**src/rtl/core/jsv_pkg.sv**
```systemverilog
// ----------------------------------------------------------------------------
// jsv_pkg: shared types and constants for the JSON string validator
// Parser phases, result status codes, the per-string context record and the
// character helpers used by the byte step logic.
// ----------------------------------------------------------------------------
package jsv_pkg;

    // Parser phase, one per position in the string grammar
    typedef enum logic [3:0] {
        PH_IDLE     = 4'd0,
        PH_BODY     = 4'd1,
        PH_ESC      = 4'd2,
        PH_HEX      = 4'd3,
        PH_PAIR_BS  = 4'd4,
        PH_PAIR_U   = 4'd5,
        PH_PAIR_D   = 4'd6,
        PH_PAIR_C   = 4'd7,
        PH_PAIR_HEX = 4'd8,
        PH_CONT     = 4'd9
    } phase_t;

    // Result status reported with every transaction
    typedef enum logic [3:0] {
        ST_RUNNING       = 4'd0,
        ST_COMPLETE      = 4'd1,
        ST_CTRL_BYTE     = 4'd2,
        ST_BAD_ESCAPE    = 4'd3,
        ST_BAD_HEX       = 4'd4,
        ST_LONE_LOW_SUR  = 4'd5,
        ST_UNPAIRED_HIGH = 4'd6,
        ST_BAD_UTF8      = 4'd7,
        ST_NOT_OPEN      = 4'd8
    } status_t;

    // Surrogate tracking inside a \u escape
    localparam logic [1:0] SUR_NONE    = 2'd0;
    localparam logic [1:0] SUR_D_SEEN  = 2'd1;
    localparam logic [1:0] SUR_HIGH    = 2'd2;

    // UTF-8 continuation byte limits
    localparam logic [7:0] CONT_LOW_DEF  = 8'h80;
    localparam logic [7:0] CONT_HIGH_DEF = 8'hBF;

    // Special characters
    localparam logic [7:0] CH_QUOTE  = 8'h22;
    localparam logic [7:0] CH_BSLASH = 8'h5C;
    localparam logic [7:0] CH_SPACE  = 8'h20;

    // Per-string parser context
    typedef struct packed {
        phase_t     phase;
        logic [2:0] hex_left;
        logic [1:0] sur_class;
        logic [1:0] cont_left;
        logic [7:0] cont_low;
        logic [7:0] cont_high;
    } ctx_t;

    localparam ctx_t CTX_RESET = '{
        phase:     PH_IDLE,
        hex_left:  3'd0,
        sur_class: SUR_NONE,
        cont_left: 2'd0,
        cont_low:  CONT_LOW_DEF,
        cont_high: CONT_HIGH_DEF
    };

    // Step result handed to the length counter
    typedef struct packed {
        logic    start;
        status_t status;
    } step_res_t;

    function automatic logic is_hex(input logic [7:0] b);
        is_hex = (b >= "0" && b <= "9") || (b >= "A" && b <= "F") ||
                 (b >= "a" && b <= "f");
    endfunction

endpackage

```
**src/rtl/core/jsv_step.sv**
```systemverilog
// ----------------------------------------------------------------------------
// jsv_step: grammar state machine for one string byte
// Holds the parser context and judges one byte per update against the JSON
// string rules (escapes, \u hex digits, surrogate pairs, UTF-8 sequences).
// ----------------------------------------------------------------------------
module jsv_step (
    input  logic               aclk,
    input  logic               aresetn,
    input  logic               upd,
    input  logic [7:0]         in_byte,
    input  logic               start_req,
    output jsv_pkg::step_res_t res
);

    jsv_pkg::ctx_t    ctx_reg;
    jsv_pkg::ctx_t    ctx_next;
    jsv_pkg::ctx_t    cur;
    jsv_pkg::status_t st;
    logic [7:0]       b;

    assign b = in_byte;

    // Hold the context between transactions
    always_ff @(posedge aclk) begin
        if (!aresetn) begin
            ctx_reg <= jsv_pkg::CTX_RESET;
        end else if (upd) begin
            ctx_reg <= ctx_next;
        end
    end

    // Judge the byte and form the next context
    always_comb begin
        cur = ctx_reg;
        if (start_req) begin
            cur       = jsv_pkg::CTX_RESET;
            cur.phase = jsv_pkg::PH_BODY;
        end
        ctx_next = cur;
        st       = jsv_pkg::ST_RUNNING;

        case (cur.phase)
            jsv_pkg::PH_BODY: begin
                if (b < jsv_pkg::CH_SPACE) begin
                    st = jsv_pkg::ST_CTRL_BYTE;
                end else if (b == jsv_pkg::CH_QUOTE) begin
                    st = jsv_pkg::ST_COMPLETE;
                end else if (b == jsv_pkg::CH_BSLASH) begin
                    ctx_next.phase = jsv_pkg::PH_ESC;
                end else if (b[7]) begin
                    // UTF-8 lead: set count and second-byte range
                    ctx_next.phase     = jsv_pkg::PH_CONT;
                    ctx_next.cont_low  = jsv_pkg::CONT_LOW_DEF;
                    ctx_next.cont_high = jsv_pkg::CONT_HIGH_DEF;
                    if (b >= 8'hC2 && b <= 8'hDF) begin
                        ctx_next.cont_left = 2'd1;
                    end else if (b == 8'hE0) begin
                        ctx_next.cont_left = 2'd2;
                        ctx_next.cont_low  = 8'hA0;
                    end else if (b == 8'hED) begin
                        ctx_next.cont_left = 2'd2;
                        ctx_next.cont_high = 8'h9F;
                    end else if (b >= 8'hE1 && b <= 8'hEF) begin
                        ctx_next.cont_left = 2'd2;
                    end else if (b == 8'hF0) begin
                        ctx_next.cont_left = 2'd3;
                        ctx_next.cont_low  = 8'h90;
                    end else if (b >= 8'hF1 && b <= 8'hF3) begin
                        ctx_next.cont_left = 2'd3;
                    end else if (b == 8'hF4) begin
                        ctx_next.cont_left = 2'd3;
                        ctx_next.cont_high = 8'h8F;
                    end else begin
                        st = jsv_pkg::ST_BAD_UTF8;
                    end
                end
            end
            jsv_pkg::PH_ESC: begin
                if (b == "b" || b == "t" || b == "n" || b == "f" || b == "r" ||
                    b == jsv_pkg::CH_QUOTE || b == "/" || b == jsv_pkg::CH_BSLASH) begin
                    ctx_next.phase = jsv_pkg::PH_BODY;
                end else if (b == "u") begin
                    ctx_next.phase     = jsv_pkg::PH_HEX;
                    ctx_next.hex_left  = 3'd4;
                    ctx_next.sur_class = jsv_pkg::SUR_NONE;
                end else begin
                    st = jsv_pkg::ST_BAD_ESCAPE;
                end
            end
            jsv_pkg::PH_HEX: begin
                if (!jsv_pkg::is_hex(b)) begin
                    st = jsv_pkg::ST_BAD_HEX;
                end else begin
                    // Track D8-DB (first half) and DC-DF (second half)
                    if (cur.hex_left == 3'd4) begin
                        ctx_next.sur_class = (b == "D" || b == "d") ?
                                             jsv_pkg::SUR_D_SEEN : jsv_pkg::SUR_NONE;
                    end else if (cur.hex_left == 3'd3 &&
                                 cur.sur_class == jsv_pkg::SUR_D_SEEN) begin
                        if (b == "8" || b == "9" || b == "A" || b == "B" ||
                            b == "a" || b == "b") begin
                            ctx_next.sur_class = jsv_pkg::SUR_HIGH;
                        end else if (b > "9") begin
                            st = jsv_pkg::ST_LONE_LOW_SUR;
                        end else begin
                            ctx_next.sur_class = jsv_pkg::SUR_NONE;
                        end
                    end
                    ctx_next.hex_left = cur.hex_left - 3'd1;
                    if (cur.hex_left == 3'd1) begin
                        if (ctx_next.sur_class == jsv_pkg::SUR_HIGH) begin
                            ctx_next.phase = jsv_pkg::PH_PAIR_BS;
                        end else begin
                            ctx_next.sur_class = jsv_pkg::SUR_NONE;
                            ctx_next.phase     = jsv_pkg::PH_BODY;
                        end
                    end
                end
            end
            jsv_pkg::PH_PAIR_BS: begin
                if (b == jsv_pkg::CH_BSLASH) ctx_next.phase = jsv_pkg::PH_PAIR_U;
                else st = jsv_pkg::ST_UNPAIRED_HIGH;
            end
            jsv_pkg::PH_PAIR_U: begin
                if (b == "u") ctx_next.phase = jsv_pkg::PH_PAIR_D;
                else st = jsv_pkg::ST_UNPAIRED_HIGH;
            end
            jsv_pkg::PH_PAIR_D: begin
                if (b == "D" || b == "d") ctx_next.phase = jsv_pkg::PH_PAIR_C;
                else st = jsv_pkg::ST_UNPAIRED_HIGH;
            end
            jsv_pkg::PH_PAIR_C: begin
                if ((b >= "C" && b <= "F") || (b >= "c" && b <= "f")) begin
                    ctx_next.phase    = jsv_pkg::PH_PAIR_HEX;
                    ctx_next.hex_left = 3'd2;
                end else begin
                    st = jsv_pkg::ST_UNPAIRED_HIGH;
                end
            end
            jsv_pkg::PH_PAIR_HEX: begin
                if (!jsv_pkg::is_hex(b)) begin
                    st = jsv_pkg::ST_UNPAIRED_HIGH;
                end else if (cur.hex_left > 3'd1) begin
                    ctx_next.hex_left = cur.hex_left - 3'd1;
                end else begin
                    ctx_next.hex_left  = 3'd0;
                    ctx_next.sur_class = jsv_pkg::SUR_NONE;
                    ctx_next.phase     = jsv_pkg::PH_BODY;
                end
            end
            jsv_pkg::PH_CONT: begin
                if (b >= cur.cont_low && b <= cur.cont_high) begin
                    ctx_next.cont_low  = jsv_pkg::CONT_LOW_DEF;
                    ctx_next.cont_high = jsv_pkg::CONT_HIGH_DEF;
                    if (cur.cont_left > 2'd1) begin
                        ctx_next.cont_left = cur.cont_left - 2'd1;
                    end else begin
                        ctx_next.cont_left = 2'd0;
                        ctx_next.phase     = jsv_pkg::PH_BODY;
                    end
                end else begin
                    st = jsv_pkg::ST_BAD_UTF8;
                end
            end
            default: begin
                st = jsv_pkg::ST_NOT_OPEN;
            end
        endcase

        // Close the string on completion or error
        if (st != jsv_pkg::ST_RUNNING && st != jsv_pkg::ST_NOT_OPEN) begin
            ctx_next = jsv_pkg::CTX_RESET;
        end
    end

    assign res.start  = start_req;
    assign res.status = st;

endmodule

```
**src/rtl/core/jsv_length.sv**
```systemverilog
// ----------------------------------------------------------------------------
// jsv_length: saturating body length counter
// Counts accepted body bytes of the open string and reports the length,
// clamped to the 16-bit result field, when the closing quote arrives.
// ----------------------------------------------------------------------------
module jsv_length #(
    parameter int LENGTH_BITS = 16
) (
    input  logic               aclk,
    input  logic               aresetn,
    input  logic               upd,
    input  jsv_pkg::step_res_t res,
    output logic [15:0]        body_length
);

    logic [LENGTH_BITS-1:0] count_reg;
    logic [LENGTH_BITS-1:0] count_next;
    logic [LENGTH_BITS-1:0] base;
    logic [15:0]            clamped;

    // Start of a string clears the count before this byte is counted
    assign base = res.start ? '0 : count_reg;

    // Advance on every byte that keeps the string running, stop at all ones
    always_comb begin
        count_next = base;
        if (res.status == jsv_pkg::ST_RUNNING && !(&base)) begin
            count_next = base + 1'b1;
        end
    end

    always_ff @(posedge aclk) begin
        if (!aresetn) begin
            count_reg <= '0;
        end else if (upd) begin
            count_reg <= count_next;
        end
    end

    // Clamp to the result field width
    generate
        if (LENGTH_BITS > 16) begin : g_clamp
            assign clamped = (|base[LENGTH_BITS-1:16]) ? 16'hFFFF : base[15:0];
        end else begin : g_extend
            assign clamped = 16'(base);
        end
    endgenerate

    assign body_length = (res.status == jsv_pkg::ST_COMPLETE) ? clamped : 16'd0;

endmodule

```
**src/rtl/core/json_string_validator.sv**
```systemverilog
// ----------------------------------------------------------------------------
// json_string_validator: streaming JSON string body checker
// Checks a JSON string body one byte per transaction and reports a status
// and, at the closing quote, the body length.
// ----------------------------------------------------------------------------
// Usage:
//   Slave side takes one byte per transaction in s_axis_tdata; s_axis_tuser
//   is high on the first byte after the opening quote and opens a new string.
//   Master side returns one result per input transaction: status in
//   m_axis_tdata[3:0], body length in m_axis_tdata[19:4] (nonzero only with
//   status complete). Results come out in input order.
//   The accepting edge loads the input register; the grammar step reads it and,
//   once the result register is empty or taken, the result register loads and
//   raises m_axis_tvalid. One byte is accepted every cycle while the receiver
//   keeps m_axis_tready high; the rate is set by the context update of the
//   step state machine.
//   When the receiver stalls, the result register holds and the input
//   register fills, after which s_axis_tready drops until a result is taken.
//   Reset empties both registers, closes any open string and clears the
//   length count; bytes without a start flag then report "no string open".
// ----------------------------------------------------------------------------
module json_string_validator #(
    parameter int LENGTH_BITS = 16
) (
    input  logic        aclk,
    input  logic        aresetn,
    input  logic        s_axis_tvalid,
    output logic        s_axis_tready,
    input  logic [7:0]  s_axis_tdata,   // [7:0] in_byte
    input  logic        s_axis_tuser,   // [0] start_req
    output logic        m_axis_tvalid,
    input  logic        m_axis_tready,
    output logic [23:0] m_axis_tdata    // [3:0] status, [19:4] body_length, [23:20] zero
);

    logic               in_valid_reg;
    logic [7:0]         in_byte_reg;
    logic               in_start_reg;
    logic               m_valid_reg;
    jsv_pkg::status_t   status_reg;
    logic [15:0]        length_reg;
    logic               adv;
    logic               upd;
    logic               s_fire;
    jsv_pkg::step_res_t res;
    logic [15:0]        body_length;

    assign adv           = !m_valid_reg || m_axis_tready;
    assign upd           = in_valid_reg && adv;
    assign s_axis_tready = !in_valid_reg || adv;
    assign s_fire        = s_axis_tvalid && s_axis_tready;

    // Input register: load on a transaction, drop when passed on
    always_ff @(posedge aclk) begin
        if (!aresetn) begin
            in_valid_reg <= 1'b0;
        end else if (s_fire) begin
            in_valid_reg <= 1'b1;
        end else if (adv) begin
            in_valid_reg <= 1'b0;
        end
    end

    always_ff @(posedge aclk) begin
        if (s_fire) begin
            in_byte_reg  <= s_axis_tdata;
            in_start_reg <= s_axis_tuser;
        end
    end

    jsv_step u_step (
        .aclk      (aclk),
        .aresetn   (aresetn),
        .upd       (upd),
        .in_byte   (in_byte_reg),
        .start_req (in_start_reg),
        .res       (res)
    );

    jsv_length #(
        .LENGTH_BITS (LENGTH_BITS)
    ) u_length (
        .aclk        (aclk),
        .aresetn     (aresetn),
        .upd         (upd),
        .res         (res),
        .body_length (body_length)
    );

    // Result register: advance when empty or taken
    always_ff @(posedge aclk) begin
        if (!aresetn) begin
            m_valid_reg <= 1'b0;
        end else if (adv) begin
            m_valid_reg <= in_valid_reg;
        end
    end

    always_ff @(posedge aclk) begin
        if (upd) begin
            status_reg <= res.status;
            length_reg <= body_length;
        end
    end

    assign m_axis_tvalid = m_valid_reg;
    assign m_axis_tdata  = {4'd0, length_reg, status_reg};

    // An empty result register never blocks the input side
    a_ready_when_empty: assert property (@(posedge aclk) disable iff (!aresetn)
        !m_valid_reg |-> s_axis_tready)
        else $error("input stalled with empty result register");

    // Every context update produces a result in the next cycle
    a_update_yields_result: assert property (@(posedge aclk) disable iff (!aresetn)
        upd |=> m_valid_reg)
        else $error("context update without a result");

    // Length is reported only with a completed string
    a_length_only_complete: assert property (@(posedge aclk) disable iff (!aresetn)
        (m_valid_reg && status_reg != jsv_pkg::ST_COMPLETE) |-> (length_reg == 16'd0))
        else $error("nonzero length without completion");

    // A start byte always opens a string
    a_start_opens: assert property (@(posedge aclk) disable iff (!aresetn)
        (upd && in_start_reg) |-> (res.status != jsv_pkg::ST_NOT_OPEN))
        else $error("start byte reported no string open");

endmodule
```
**config.mk**
```make
export PLATFORM = sky130hd
export DESIGN_NAME = json_string_validator
export DESIGN_NICKNAME = d
export VERILOG_FILES = /design/src/rtl/core/jsv_pkg.sv /design/src/rtl/core/jsv_step.sv /design/src/rtl/core/jsv_length.sv /design/src/rtl/core/json_string_validator.sv
export SDC_FILE = /design/constraint.sdc
export NUM_CORES = 1
export LEC_CHECK = 0
export BUFFER_PORTS_ARGS = -buffer_cell sky130_fd_sc_hd__buf_2
export CAP_MARGIN = 20
export CELL_PAD_IN_SITES_DETAIL_PLACEMENT = 0
export CELL_PAD_IN_SITES_GLOBAL_PLACEMENT = 1
export CORE_ASPECT_RATIO = 0.6
export CORE_MARGIN = 5
export CORE_UTILIZATION = 46
export DETAILED_ROUTE_END_ITERATION = 10
export PLACE_DENSITY_LB_ADDON = 0.12
export REMOVE_ABC_BUFFERS = 1
export SETUP_SLACK_MARGIN = 0.4
export SLEW_MARGIN = 20
export SYNTH_ARGS = -nofsm -noshare
export SYNTH_HDL_FRONTEND = slang
export SYNTH_SLANG_ARGS = --single-unit
```
**constraint.sdc**
```tcl
create_clock -name aclk -period 4.12 [get_ports aclk]
set_input_delay 0 -clock aclk [delete_from_list [all_inputs] [get_ports aclk]]
set_output_delay 0 -clock aclk [all_outputs]
set_load 0.02 [all_outputs]
```
==> impl_metrics.csv <==
group,metric,value,unit
global_route,grt_pass1_wl,26200,um
hold_path,hp-class,"in2reg",
route,routed_wl,16700,um
cts,cts_sinks,74,
synthesis,ys_types,79,
layout,fin_util,0.553,
synthesis,yosys.area.top_type,"dfxtp_1",
power_and_ir_drop,powerDensity,318,nW/um^2
worst_setup_path,cp-start-kind,"register",
synthesis,synth_cells,608,
route,drc,0,
timing,hold_viol,0,
route,firstDrtPassIters,8,
timing,fin_skew,0.00763,ns
route,vias,5157,
cts,htreeDepth,3,
worst_setup_path,slowest_stage,"edfxtp_1",
worst_setup_path,crit_top_cell,"a31oi_1",
layout,fill_cells,996,
timing,slew_headroom,0.318,
route,ant_nets,0,
power_and_ir_drop,total_power,0.00188,W
timing,layout_setup_ws,0.506,ns
cts,path_clk_slew,0.06,ns
global_route,grt_pass1_vias,4599,
layout,multi_input_area,3120,um^2
flow_run,cap_violations,0,
worst_setup_path,path_class,"reg2reg",
synthesis,ys_seq_elements,74,
timing,setup-tns-final,0,ns
cts,clock_tree.buffer_depth,2,
global_route,antenna_found_initial,0,
timing,fmax,277,MHz
worst_setup_path,path_buf_inv,0,
power_and_ir_drop,p_leak,2.28,nW
timing,worst_slew_pin_slew,1.01,ns
die,die_w,146,um
global_route,grt_overflow,0,
die,placeableCoreArea,10700,um^2
synthesis,synth-main-ff-cell,"dfxtp_1",
timing,slew_viol_final,0,
global_route,grt_usage,0.247,
timing,rsz0062_at_grt,"no",
run_status,status,"finished, final reports clean",
die,initial_utilization,0.476,
die,dieArea,13400,um^2
cts,clockRootBuffer,"clkbuf_16",
synthesis,syn_area,5100,um^2
synthesis,synth_area_leaders,"dfxtp_1 (18%), edfxtp_1 (17%), ha_1 (5.6%)",
synthesis,synthDominantCellAreaShare,0.177,
die,die_height,91.6,um
worst_setup_path,end_kind,"register",
cts,clk_latency,0.34,ns
layout,drive_gt1_frac,0.149,
worst_setup_path,cp_top_family,"simple AND/OR/NAND/NOR gates",
cts,cts_tree,"built",
placement,port-buffer-count,34,
cts,numCtsBuffers,9,
route,drt_iter0_markers,683,
worst_setup_path,critPathRequiredTime,4.38,ns
route,detail_route.wl_per_cell,20.9,um
timing,min_period,3.61,ns
die,io_pins,39,
synthesis,ys_seq_area_frac,0.347,
global_route,grt_max_degree,28,
timing,setup_viol,0,
layout,seqCellArea,1770,um^2
route,via_per_inst,6.46,
synthesis,synth_warnings,0,
synthesis,synth-edff-count,29,
placement,gp_congestion,0.969,
layout,final_common_cell,"nand2_1",
timing,timing.final.crit_share,0.877,
synthesis,async_flop_share,0,
worst_setup_path,crit_path_max_incr_delay,0.66,ns
placement,dp_hpwl,12600,um
power_and_ir_drop,ir_worst_vdd,0.000249,V
die,std_cell_rows,29,
placement,dpl_worst_slack,0.527,ns
layout,final_cell_mix,"nand2_1 (63), dfxtp_1 (45), nor2_1 (37)",
worst_setup_path,path_cells,"or4b_4 > o311a_1 > a211o_1 > a31oi_1 > nand3_2 > or4_1 > a31oi_1",
layout,largest_register_ff_count,27,
worst_setup_path,crit_fanout,18,
layout,nets,690,
layout,diodes,0,
layout,areaGrowthSynthToFinish,16.0,%
synthesis,syn_avg_cell_area,8.39,um^2
worst_setup_path,arrival,3.88,ns
==> per-stage QoR <==
step | std cells | hold WS (ns) | instance area, um^2
6_report | 798 | 0.0755 | 5920
5_1_grt | 798 | 0.0956 | 5920
4_1_cts | 793 | 0.0747 | 5850
3_5_place_dp | 766 | 0.178 | 5440
3_3_place_gp | 766 | 0.176 | 5440
2_1_floorplan | 573 | 0.0619 | 4940
==> layer usage <==
layer | vias to the layer above | GRT usage | part of all wire
met5 | - | 0 | 0
met4 | 0 | 0.0442 | 0.011
met3 | 21 | 0.0746 | 0.12
met2 | 281 | 0.329 | 0.38
met1 | 2460 | 0.388 | 0.49
li1 | 2395 | - | -
==> where the power goes <==
part | switching, W | internal [W] | total, W | leakage [nW]
sequential | 0.0000197 | 0.000780 | 0.000800 | 0.633
combinational | 0.000179 | 0.0000887 | 0.000268 | 1.50
clock | 0.000324 | 0.000489 | 0.000813 | 0.142
==> cells in the mapped netlist, types with 8 or more instances <==
cell,count
inv_1,19
a31oi_1,10
nand2b_1,15
clkbuf_1,28
nor3_1,19
o21ai_0,33
nand2_1,63
dfxtp_1,45
edfxtp_1,29
nor4_1,11
ha_1,23
and3_1,10
and2_1,28
nand3_1,32
nor2_1,38
a21oi_1,22
nand4_1,13
nor2b_1,15
or4_1,8
==> cell families (layout without fill, tap and decap cells) <==
kind of cell,after synthesis,count (layout),share of synthesized area
flops,74,74,0.347
xor+xnor,1,1,0.00172
buf+inv,58,106,0.0481
fa+ha+maj,23,23,0.0564
mux,9,9,0.0182
simple gates,293,293,0.320
compound gates,149,149,0.207
other cells,1,4,0.000735
==> cell type report <==
cell class | instances | area share
Tap cell | 139 | 0.0294
Sequential cell | 74 | 0.299
Inverter | 20 | 0.0133
Clock inverter | 5 | 0.0106
Clock buffer | 11 | 0.0410
Timing Repair Buffer | 70 | 0.0791
Multi-Input combinational cell | 479 | 0.527
==> what timing repair did <==
item                                    in CTS  in global routing
hold buffers                                11                  0
buffers inserted                             0                  5
endpoints found under the setup margin       0                 15
resized for setup                            0                  6
endpoints found under the hold margin       11                  0
==> path summary, 6_finish.rpt <==
check                                       from                         endpoint  slack, ns  depth (start not counted)
setup reg to reg        in_byte_reg[3]$_DFFE_PP_  u_step.ctx_reg[16]$_SDFFE_PN0P_       0.51                          7
hold / removal                           aresetn   u_step.ctx_reg[5]$_SDFFE_PN1P_       0.08                          2
hold reg to reg   u_step.ctx_reg[0]$_SDFFE_PN1P_   u_step.ctx_reg[0]$_SDFFE_PN1P_       0.44                          1
setup / recovery        in_byte_reg[3]$_DFFE_PP_  u_step.ctx_reg[16]$_SDFFE_PN0P_       0.51                          7
(Power assumes the default switching activity.)
